## config.mk

```make
export PLATFORM = sky130hd
export DESIGN_NAME = encoder_digit_counter_control_unit_flat
export DESIGN_NICKNAME = d
export VERILOG_FILES = /design/src/edcc_pkg.sv /design/src/edcc_req_if.sv /design/src/edcc_rsp_if.sv /design/src/encoder_digit_counter_control_unit.sv /design/src/flat_wrapper.sv
export SDC_FILE = /design/constraint.sdc
export NUM_CORES = 1
export LEC_CHECK = 0
export BUFFER_PORTS_ARGS = -buffer_cell sky130_fd_sc_hd__buf_2
export CORE_ASPECT_RATIO = 0.8
export CORE_MARGIN = 2
export CORE_UTILIZATION = 60
export CTS_CLUSTER_DIAMETER = 60
export DETAILED_ROUTE_END_ITERATION = 8
export PLACE_DENSITY = 0.8
export SYNTH_ARGS = -nofsm -noshare
export SYNTH_HDL_FRONTEND = slang
export SYNTH_SLANG_ARGS = --single-unit
export TNS_END_PERCENT = 5
```

## constraint.sdc

```tcl
create_clock -name clock -period 3.8 [get_ports clock]
set_input_delay 0.19 -clock clock [delete_from_list [all_inputs] [get_ports clock]]
set_output_delay 0.19 -clock clock [all_outputs]
set_load 0.05 [all_outputs]
```

## src/edcc_pkg.sv

```systemverilog
package edcc_pkg;

   // Event codes carried in the request opcode field.
   typedef enum logic [1:0] {
      OP_PIN_CHANGE = 2'd0,
      OP_BLINK_TICK = 2'd1,
      OP_SECOND_TICK = 2'd2,
      OP_HOLD_TICK  = 2'd3
   } opcode_type;

   // Configuration register indexes.
   typedef enum logic {
      CSR_LONG_PRESS = 1'b0,
      CSR_BLINK_HALF = 1'b1
   } csr_index_type;

   localparam int CSR_DATA_W = 8;

   localparam logic [7:0] LONG_PRESS_RESET = 8'd122;
   localparam logic [7:0] BLINK_HALF_RESET = 8'd122;
   localparam logic [7:0] COUNT_MAX        = 8'd255;
   localparam logic [3:0] DIGIT_MAX        = 4'd9;
   localparam logic [3:0] DIGIT_RESET      = 4'd1;

   typedef struct packed {
      logic [7:0] high;
      logic       low;
   } segment_type;

   function automatic segment_type digit_glyph(input logic [3:0] d);
      segment_type s;
      case (d)
         4'd0:    s = '{high: 8'hFC, low: 1'b0};
         4'd1:    s = '{high: 8'h18, low: 1'b0};
         4'd2:    s = '{high: 8'h6C, low: 1'b1};
         4'd3:    s = '{high: 8'h3C, low: 1'b1};
         4'd4:    s = '{high: 8'h98, low: 1'b1};
         4'd5:    s = '{high: 8'hB4, low: 1'b1};
         4'd6:    s = '{high: 8'hF0, low: 1'b1};
         4'd7:    s = '{high: 8'h1C, low: 1'b0};
         4'd8:    s = '{high: 8'hFC, low: 1'b1};
         default: s = '{high: 8'h9C, low: 1'b1};
      endcase
      return s;
   endfunction

   function automatic segment_type mode_glyph(input logic auto_mode);
      segment_type s;
      s.high = auto_mode ? 8'hDC : 8'hD8;
      s.low  = 1'b1;
      return s;
   endfunction

   function automatic logic [3:0] digit_up(input logic [3:0] d);
      return (d >= DIGIT_MAX) ? 4'd0 : d + 4'd1;
   endfunction

   function automatic logic [3:0] digit_down(input logic [3:0] d);
      return (d == 4'd0 || d > DIGIT_MAX) ? DIGIT_MAX : d - 4'd1;
   endfunction

endpackage

```

## src/edcc_req_if.sv

```systemverilog
interface edcc_req_if;
   logic       valid;
   logic       ready;
   logic [1:0] opcode;
   logic       switch_level;
   logic       data_level;
   logic       clock_level;

   modport source (output valid, opcode, switch_level, data_level, clock_level,
                   input ready);
   modport sink   (input valid, opcode, switch_level, data_level, clock_level,
                   output ready);
endinterface

```

## src/edcc_rsp_if.sv

```systemverilog
interface edcc_rsp_if;
   logic       valid;
   logic       ready;
   logic [3:0] digit;
   logic       auto_mode;
   logic       selecting;
   logic [7:0] segments_high;
   logic       segment_low;
   logic       indicator;

   modport source (output valid, digit, auto_mode, selecting, segments_high,
                   segment_low, indicator, input ready);
   modport sink   (input valid, digit, auto_mode, selecting, segments_high,
                   segment_low, indicator, output ready);
endinterface

```

## src/encoder_digit_counter_control_unit.sv

```systemverilog
// Pipeline: a request passes the input register, then the state update and the
//   response register; both hold while the response side stalls.
// Throughput: one request per cycle while the response side is not stalled; the
//   state update in the second stage sets this figure.
// Reset: synchronous, active high; digit 1, manual mode, no selection, LED on,
//   both timing registers 122; the pipeline is emptied.
module encoder_digit_counter_control_unit
   import edcc_pkg::*;
(
   input  logic                  clock,
   input  logic                  reset,
   edcc_req_if.sink              req_chan,
   edcc_rsp_if.source            rsp_chan,
   input  logic                  csr_wr_en,
   input  logic                  csr_index,
   input  logic [CSR_DATA_W-1:0] csr_wr_data
);

   // configuration
   logic [7:0] long_press_ff;
   logic [7:0] blink_half_ff;

   // input stage
   logic       in_valid_ff;
   opcode_type op_ff;
   logic       sw_ff;
   logic       data_ff;
   logic       clk_ff;

   // block state
   logic [3:0] digit_ff,  digit_in;
   logic       auto_ff,   auto_in;
   logic       select_ff, select_in;
   logic       swprev_ff, swprev_in;
   logic [7:0] hold_ff,   hold_in;
   logic       armed_ff,  armed_in;
   logic [7:0] blink_ff,  blink_in;
   logic       led_ff,    led_in;

   // output stage
   logic        out_valid_ff;
   logic [3:0]  out_digit_ff;
   logic        out_auto_ff;
   logic        out_select_ff;
   segment_type out_seg_ff;
   logic        out_led_ff;

   logic        advance;
   logic        take;
   logic [7:0]  hold_inc;
   logic [7:0]  blink_inc;
   logic [3:0]  digit_clamp;
   segment_type seg_in;

   assign advance        = !out_valid_ff || rsp_chan.ready;
   assign req_chan.ready = !in_valid_ff || advance;
   assign take           = in_valid_ff && advance;

   always_ff @(posedge clock) begin
      if (reset) begin
         long_press_ff <= LONG_PRESS_RESET;
         blink_half_ff <= BLINK_HALF_RESET;
      end else if (csr_wr_en) begin
         case (csr_index_type'(csr_index))
            CSR_LONG_PRESS: long_press_ff <= csr_wr_data;
            CSR_BLINK_HALF: blink_half_ff <= csr_wr_data;
            default:        ;
         endcase
      end
   end

   always_ff @(posedge clock) begin
      if (reset) begin
         in_valid_ff <= 1'b0;
      end else if (req_chan.ready) begin
         in_valid_ff <= req_chan.valid;
      end
      if (req_chan.valid && req_chan.ready) begin
         op_ff   <= opcode_type'(req_chan.opcode);
         sw_ff   <= req_chan.switch_level;
         data_ff <= req_chan.data_level;
         clk_ff  <= req_chan.clock_level;
      end
   end

   assign hold_inc  = (hold_ff  < COUNT_MAX) ? hold_ff  + 8'd1 : hold_ff;
   assign blink_inc = (blink_ff < COUNT_MAX) ? blink_ff + 8'd1 : blink_ff;

   always_comb begin
      digit_in  = digit_ff;
      auto_in   = auto_ff;
      select_in = select_ff;
      swprev_in = swprev_ff;
      hold_in   = hold_ff;
      armed_in  = armed_ff;
      blink_in  = blink_ff;
      led_in    = led_ff;
      case (op_ff)
         OP_PIN_CHANGE: begin
            if (!sw_ff && swprev_ff) begin
               hold_in  = 8'd0;
               armed_in = 1'b1;
            end else if (sw_ff && !swprev_ff) begin
               armed_in = 1'b0;
               // short press: toggle selection, leaving it restores the LED
               if (hold_ff < long_press_ff) begin
                  hold_in   = 8'd0;
                  select_in = !select_ff;
                  if (select_ff) begin
                     blink_in = 8'd0;
                     led_in   = 1'b1;
                  end
               end
            end
            swprev_in = sw_ff;
            if (!clk_ff) begin
               if (select_in) begin
                  auto_in = !auto_ff;
               end else if (!auto_ff) begin
                  digit_in = data_ff ? digit_up(digit_ff) : digit_down(digit_ff);
               end
            end
         end
         OP_BLINK_TICK: begin
            if (select_ff) begin
               if (blink_inc >= blink_half_ff) begin
                  led_in   = !led_ff;
                  blink_in = 8'd0;
               end else begin
                  blink_in = blink_inc;
               end
            end
         end
         OP_SECOND_TICK: begin
            if (auto_ff) begin
               digit_in = digit_up(digit_ff);
            end
         end
         default: begin
            if (armed_ff) begin
               hold_in = hold_inc;
               // long press: saturate, disarm and flip the mode
               if (hold_inc >= long_press_ff && !sw_ff) begin
                  hold_in  = COUNT_MAX;
                  armed_in = 1'b0;
                  auto_in  = !auto_ff;
               end
            end
         end
      endcase
   end

   assign digit_clamp = (digit_in > DIGIT_MAX) ? DIGIT_MAX : digit_in;
   assign seg_in      = select_in ? mode_glyph(auto_in) : digit_glyph(digit_clamp);

   always_ff @(posedge clock) begin
      if (reset) begin
         digit_ff     <= DIGIT_RESET;
         auto_ff      <= 1'b0;
         select_ff    <= 1'b0;
         swprev_ff    <= 1'b1;
         hold_ff      <= 8'd0;
         armed_ff     <= 1'b0;
         blink_ff     <= 8'd0;
         led_ff       <= 1'b1;
         out_valid_ff <= 1'b0;
      end else begin
         if (take) begin
            digit_ff  <= digit_in;
            auto_ff   <= auto_in;
            select_ff <= select_in;
            swprev_ff <= swprev_in;
            hold_ff   <= hold_in;
            armed_ff  <= armed_in;
            blink_ff  <= blink_in;
            led_ff    <= led_in;
         end
         if (advance) begin
            out_valid_ff <= in_valid_ff;
         end
      end
      if (take) begin
         out_digit_ff  <= digit_in;
         out_auto_ff   <= auto_in;
         out_select_ff <= select_in;
         out_seg_ff    <= seg_in;
         out_led_ff    <= select_in ? led_in : 1'b1;
      end
   end

   assign rsp_chan.valid         = out_valid_ff;
   assign rsp_chan.digit         = out_digit_ff;
   assign rsp_chan.auto_mode     = out_auto_ff;
   assign rsp_chan.selecting     = out_select_ff;
   assign rsp_chan.segments_high = out_seg_ff.high;
   assign rsp_chan.segment_low   = out_seg_ff.low;
   assign rsp_chan.indicator     = out_led_ff;

   a_digit_range: assert property (@(posedge clock) disable iff (reset)
      digit_ff <= DIGIT_MAX)
      else $error("digit left the decimal range");

   a_idle_blink: assert property (@(posedge clock) disable iff (reset)
      !select_ff |-> (led_ff && blink_ff == 8'd0))
      else $error("blink state not restored outside selection");

   a_armed_pressed: assert property (@(posedge clock) disable iff (reset)
      armed_ff |-> !swprev_ff)
      else $error("hold counting armed while switch released");

   a_stall_holds: assert property (@(posedge clock) disable iff (reset)
      (in_valid_ff && !advance) |=> (in_valid_ff && $stable(op_ff) && $stable(sw_ff)))
      else $error("input stage lost a stalled request");

endmodule
```

## src/flat_wrapper.sv

```systemverilog
// flat-port wrapper written by rule: the top's interface ports become plain ports
module encoder_digit_counter_control_unit_flat import edcc_pkg::*;
  (clock, reset, csr_wr_en, csr_index, csr_wr_data, req_chan_valid, req_chan_opcode, req_chan_switch_level, req_chan_data_level, req_chan_clock_level, req_chan_ready, rsp_chan_valid, rsp_chan_digit, rsp_chan_auto_mode, rsp_chan_selecting, rsp_chan_segments_high, rsp_chan_segment_low, rsp_chan_indicator, rsp_chan_ready);
  edcc_req_if req_chan_i ();
  edcc_rsp_if rsp_chan_i ();
  input  logic clock;
  input  logic reset;
  input  logic csr_wr_en;
  input  logic csr_index;
  input  logic [CSR_DATA_W-1:0] csr_wr_data;
  input wire logic [$bits(req_chan_i.valid)-1:0] req_chan_valid;
  input wire logic [$bits(req_chan_i.opcode)-1:0] req_chan_opcode;
  input wire logic [$bits(req_chan_i.switch_level)-1:0] req_chan_switch_level;
  input wire logic [$bits(req_chan_i.data_level)-1:0] req_chan_data_level;
  input wire logic [$bits(req_chan_i.clock_level)-1:0] req_chan_clock_level;
  output wire logic [$bits(req_chan_i.ready)-1:0] req_chan_ready;
  output wire logic [$bits(rsp_chan_i.valid)-1:0] rsp_chan_valid;
  output wire logic [$bits(rsp_chan_i.digit)-1:0] rsp_chan_digit;
  output wire logic [$bits(rsp_chan_i.auto_mode)-1:0] rsp_chan_auto_mode;
  output wire logic [$bits(rsp_chan_i.selecting)-1:0] rsp_chan_selecting;
  output wire logic [$bits(rsp_chan_i.segments_high)-1:0] rsp_chan_segments_high;
  output wire logic [$bits(rsp_chan_i.segment_low)-1:0] rsp_chan_segment_low;
  output wire logic [$bits(rsp_chan_i.indicator)-1:0] rsp_chan_indicator;
  input wire logic [$bits(rsp_chan_i.ready)-1:0] rsp_chan_ready;
  assign req_chan_i.valid = req_chan_valid;
  assign req_chan_i.opcode = req_chan_opcode;
  assign req_chan_i.switch_level = req_chan_switch_level;
  assign req_chan_i.data_level = req_chan_data_level;
  assign req_chan_i.clock_level = req_chan_clock_level;
  assign req_chan_ready = req_chan_i.ready;
  assign rsp_chan_valid = rsp_chan_i.valid;
  assign rsp_chan_digit = rsp_chan_i.digit;
  assign rsp_chan_auto_mode = rsp_chan_i.auto_mode;
  assign rsp_chan_selecting = rsp_chan_i.selecting;
  assign rsp_chan_segments_high = rsp_chan_i.segments_high;
  assign rsp_chan_segment_low = rsp_chan_i.segment_low;
  assign rsp_chan_indicator = rsp_chan_i.indicator;
  assign rsp_chan_i.ready = rsp_chan_ready;
  encoder_digit_counter_control_unit u_core (.clock(clock), .reset(reset), .req_chan(req_chan_i), .rsp_chan(rsp_chan_i), .csr_wr_en(csr_wr_en), .csr_index(csr_index), .csr_wr_data(csr_wr_data));
endmodule
```

==> out/metrics.yaml <==
clock_network:
  cts_root_buf: "clkbuf_8"
  clkSlewWorstSetupHoldPaths_ps: 80
  cts.sinks: 62
  cts_buffer_depth: 2
  clkLatencyLatePin_ps: 350
  cts_setup_buffers: 0
  cts_tree: "built"
  cts-buffers-inserted: 9
  cts_max_level: 3
cells_and_area:
  drive_above_1_share_pct: 15.4
  nets: 550
  n_fill_cell: 511
  antennaDiodeCount: 0
  final_cells: 583
  synthToLayoutAreaGrowth_pct: 10.8
yosys:
  yosys_warnings: 0
  syn_area_mm2: 0.00403
  synth-edff-count: 19
  ys_async_sr_fraction_pct: 0
  synth.distinct_cells: 65
  yosysTopAreaCell: "dfxtp_1"
  synth-main-ff-cell: "dfxtp_1"
  synth_top_cell_area_share_pct: 21.4
  netlist_top_cells_area: "dfxtp_1, edfxtp_1, ha_1, a21oi_1, nand2_1"
  syn_inst: 465
  seq_area_frac_synth_pct: 35.6
  ys_ff_latch: 62
  syn_area_per_cell_um2: 8.66
status:
  status: "finished, final reports clean"
route:
  wire_per_inst_um: 15.3
  drtAntennaViolNets: 0
  num_vias: 3477
  drcViolationCount: 0
  first_iter_violations: 231
  wl_mm: 8.94
  dr.pass1.iters: 5
  via_per_inst: 5.96
critical_path:
  crit_fanout: 5
  endpoint_kind: "flip-flop"
  crit_path_cell_trace: "ha_1 -> a21o_1 -> a2111oi_4 -> o211a_1 -> buf_4 -> xnor2_2 -> a31oi_1 -> nor4b_2 -> o21ai_1 -> ha_1 -> or3_1"
  crit_required_ps: 3890
  critPathArrivalTime_ps: 3720
  criticalPathCategory: "flip-flop to flip-flop"
  cp_slowest_cell: "nor4b_2"
  crit_path_frequent_cell: "ha_1"
  slowest_delay_ps: 510
  critPathLaunchType: "flip-flop"
floorplan:
  fp.coreArea_mm2: 0.00644
  io_pins: 37
  rows: 26
  start_util_pct: 62.5
  die_w_um: 95.6
  die-area_mm2: 0.00738
  die_y_um: 77.3
sta:
  relSlewSlack_pct: 27.0
  rsz0062_at_grt: "true"
  skew_ps: 11.5
  period_needed_ps: 3630
  fin_crit_sh_pct: 95.6
  fmax_mhz: 275
  fin_tns_setup_ps: 0
  max_slew.worst_pin.slew_ps: 1080
  finalSetupViolCount: 0
  finalHoldViolCount: 0
  final_max_slew_viol_count: 0
global_route:
  grt_max_degree: 44
  grt_usage_pct: 26.3
  grt_pass1_vias: 3232
  antenna_found_initial: 0
  grt_overflow: 0
  grt_pass1_wl_mm: 15.3
pwr:
  total_power_mw: 1.55
  irDropWorstVdd_uv: 257
  cellPowerDensity_mw_per_mm2: 348
  p_leak_nw: 1.94
placement:
  place_inst: 567
  dpl.hpwl_mm: 6.65
  portBuffers: 34
  globalplace.congestion: 0.975
min_path:
  hold_path.class: "input port to flip-flop"
job:
  cap_violations: 0
-- metrics by stage --
stage	utilization, %	instance area [um^2]	setup slack [ps]	hold slack (ps)
final	69.3	4460	169	20.4
after global routing	69.3	4460	-53.9	5.51
after CTS	69.0	4440	77.0	16.3
after detailed placement	65.9	4250	89.7	368
after global placement	65.9	4250	201	373
after floorplan	-	4030	460	289
-- flip-flops by register name, summed over array words and instances, names as in the netlist, 2 cells and up --
name	cells
u_core.blink_ff	8
u_core.blink_half_ff	8
u_core.digit_ff	4
u_core.hold_ff	8
u_core.long_press_ff	8
u_core.op_ff	2
u_core.rsp_chan.digit	4
u_core.rsp_chan.segments_high	6
-- worst paths after layout --
path / endpoint / start / cells past startpoint / slack (ps)
max: u_core.rsp_chan.segments_high[3]$_SDFFCE_PP1P_ / u_core.hold_ff[6]$_SDFFE_PP0P_ / 11 / 170
min: u_core.op_ff[1]$_DFFE_PP_ / req_chan_opcode[1] / 1 / 20
min reg2reg: u_core.long_press_ff[7]$_SDFFE_PP0P_ / u_core.long_press_ff[7]$_SDFFE_PP0P_ / 2 / 470
max reg2reg: u_core.rsp_chan.segments_high[3]$_SDFFCE_PP1P_ / u_core.hold_ff[6]$_SDFFE_PP0P_ / 11 / 170
-- layout by cell type, fill, tap and decap left out, drive strengths merged, types with 5 or more instances in the layout --
cell    instances
and2            7
nand2          44
nand3          16
a31oi           7
xnor2           5
mux2i           5
a211oi          5
clkbuf         10
inv            38
and3           11
nand2b         10
a21o            5
a211o          11
mux2            5
nor3            6
o21ai          33
buf            40
nor2           37
nor2b           6
edfxtp         19
dfxtp          43
xor2            5
a21oi          38
ha             37
-- logic make-up after synthesis --
logic type	synth area share, %
xor+xnor	2.36
buf+inv	5.66
simple gates	18.7
flops	35.6
other cells	0.0932
fa+ha+maj	11.5
mux	2.74
compound gates	23.4
-- per-layer routing --
metal / track usage [%] / up-vias / routed length [um]
met5: 0 / - / 0
met4: 8.14 / 0 / 126
met3: 5.40 / 12 / 416
met2: 41.0 / 99 / 4090
met1: 36.7 / 1626 / 4310
li1: - / 1740 / -
-- final cells by class --
class | count | area, um^2 | share of cell area [%]
tap | 84 | 105 | 2.36
sequential | 62 | 1430 | 32.1
inverter | 33 | 124 | 2.78
multi-input combinational | 348 | 2390 | 53.5
clock buffer | 10 | 149 | 3.34
timing repair buffer | 40 | 215 | 4.82
clock inverter | 6 | 47.5 | 1.07
-- cells in the mapped netlist (3+ instances only) --
cell / number
nor2_1: 37
nand4_1: 3
o211ai_1: 4
xor2_1: 5
a211o_1: 11
inv_1: 32
and3_1: 11
and2_1: 7
o22ai_1: 3
a22oi_1: 4
a31oi_1: 6
mux2_2: 5
nand3_1: 16
o21ai_1: 4
ha_1: 37
nand2b_1: 9
a211oi_1: 4
clkbuf_1: 17
o21ai_0: 29
edfxtp_1: 19
a21oi_1: 38
mux2i_1: 4
a21o_1: 5
nor2b_1: 6
o21a_1: 4
nor3_1: 6
dfxtp_1: 43
o31ai_1: 3
xnor2_1: 4
nand2_1: 44
-- report_power, final --
group | internal [mW] | switching (mW)
Clock | 0.285 | 0.284
Sequential | 0.714 | 0.0216
Combinational | 0.0888 | 0.160
-- worst max-delay path, delay by kind of cell, from the launching register on --
| family | cells | cell delay (ps) |
|---|---|---|
| xor gates and xnor gates | 1 | 140 |
| adders and majority gates | 2 | 610 |
| AOI/OAI and AO/OA | 5 | 1180 |
| DFF | 1 | 350 |
| buffers and inverters | 1 | 190 |
| and+or+nand+nor | 2 | 890 |
-- what timing repair did --
action,4_1_cts,5_1_grt
gates resized for setup,0,4
hold buffers,0,0
setup endpoints to repair,0,11
Note: power is estimated with default switching activity, not from simulation.
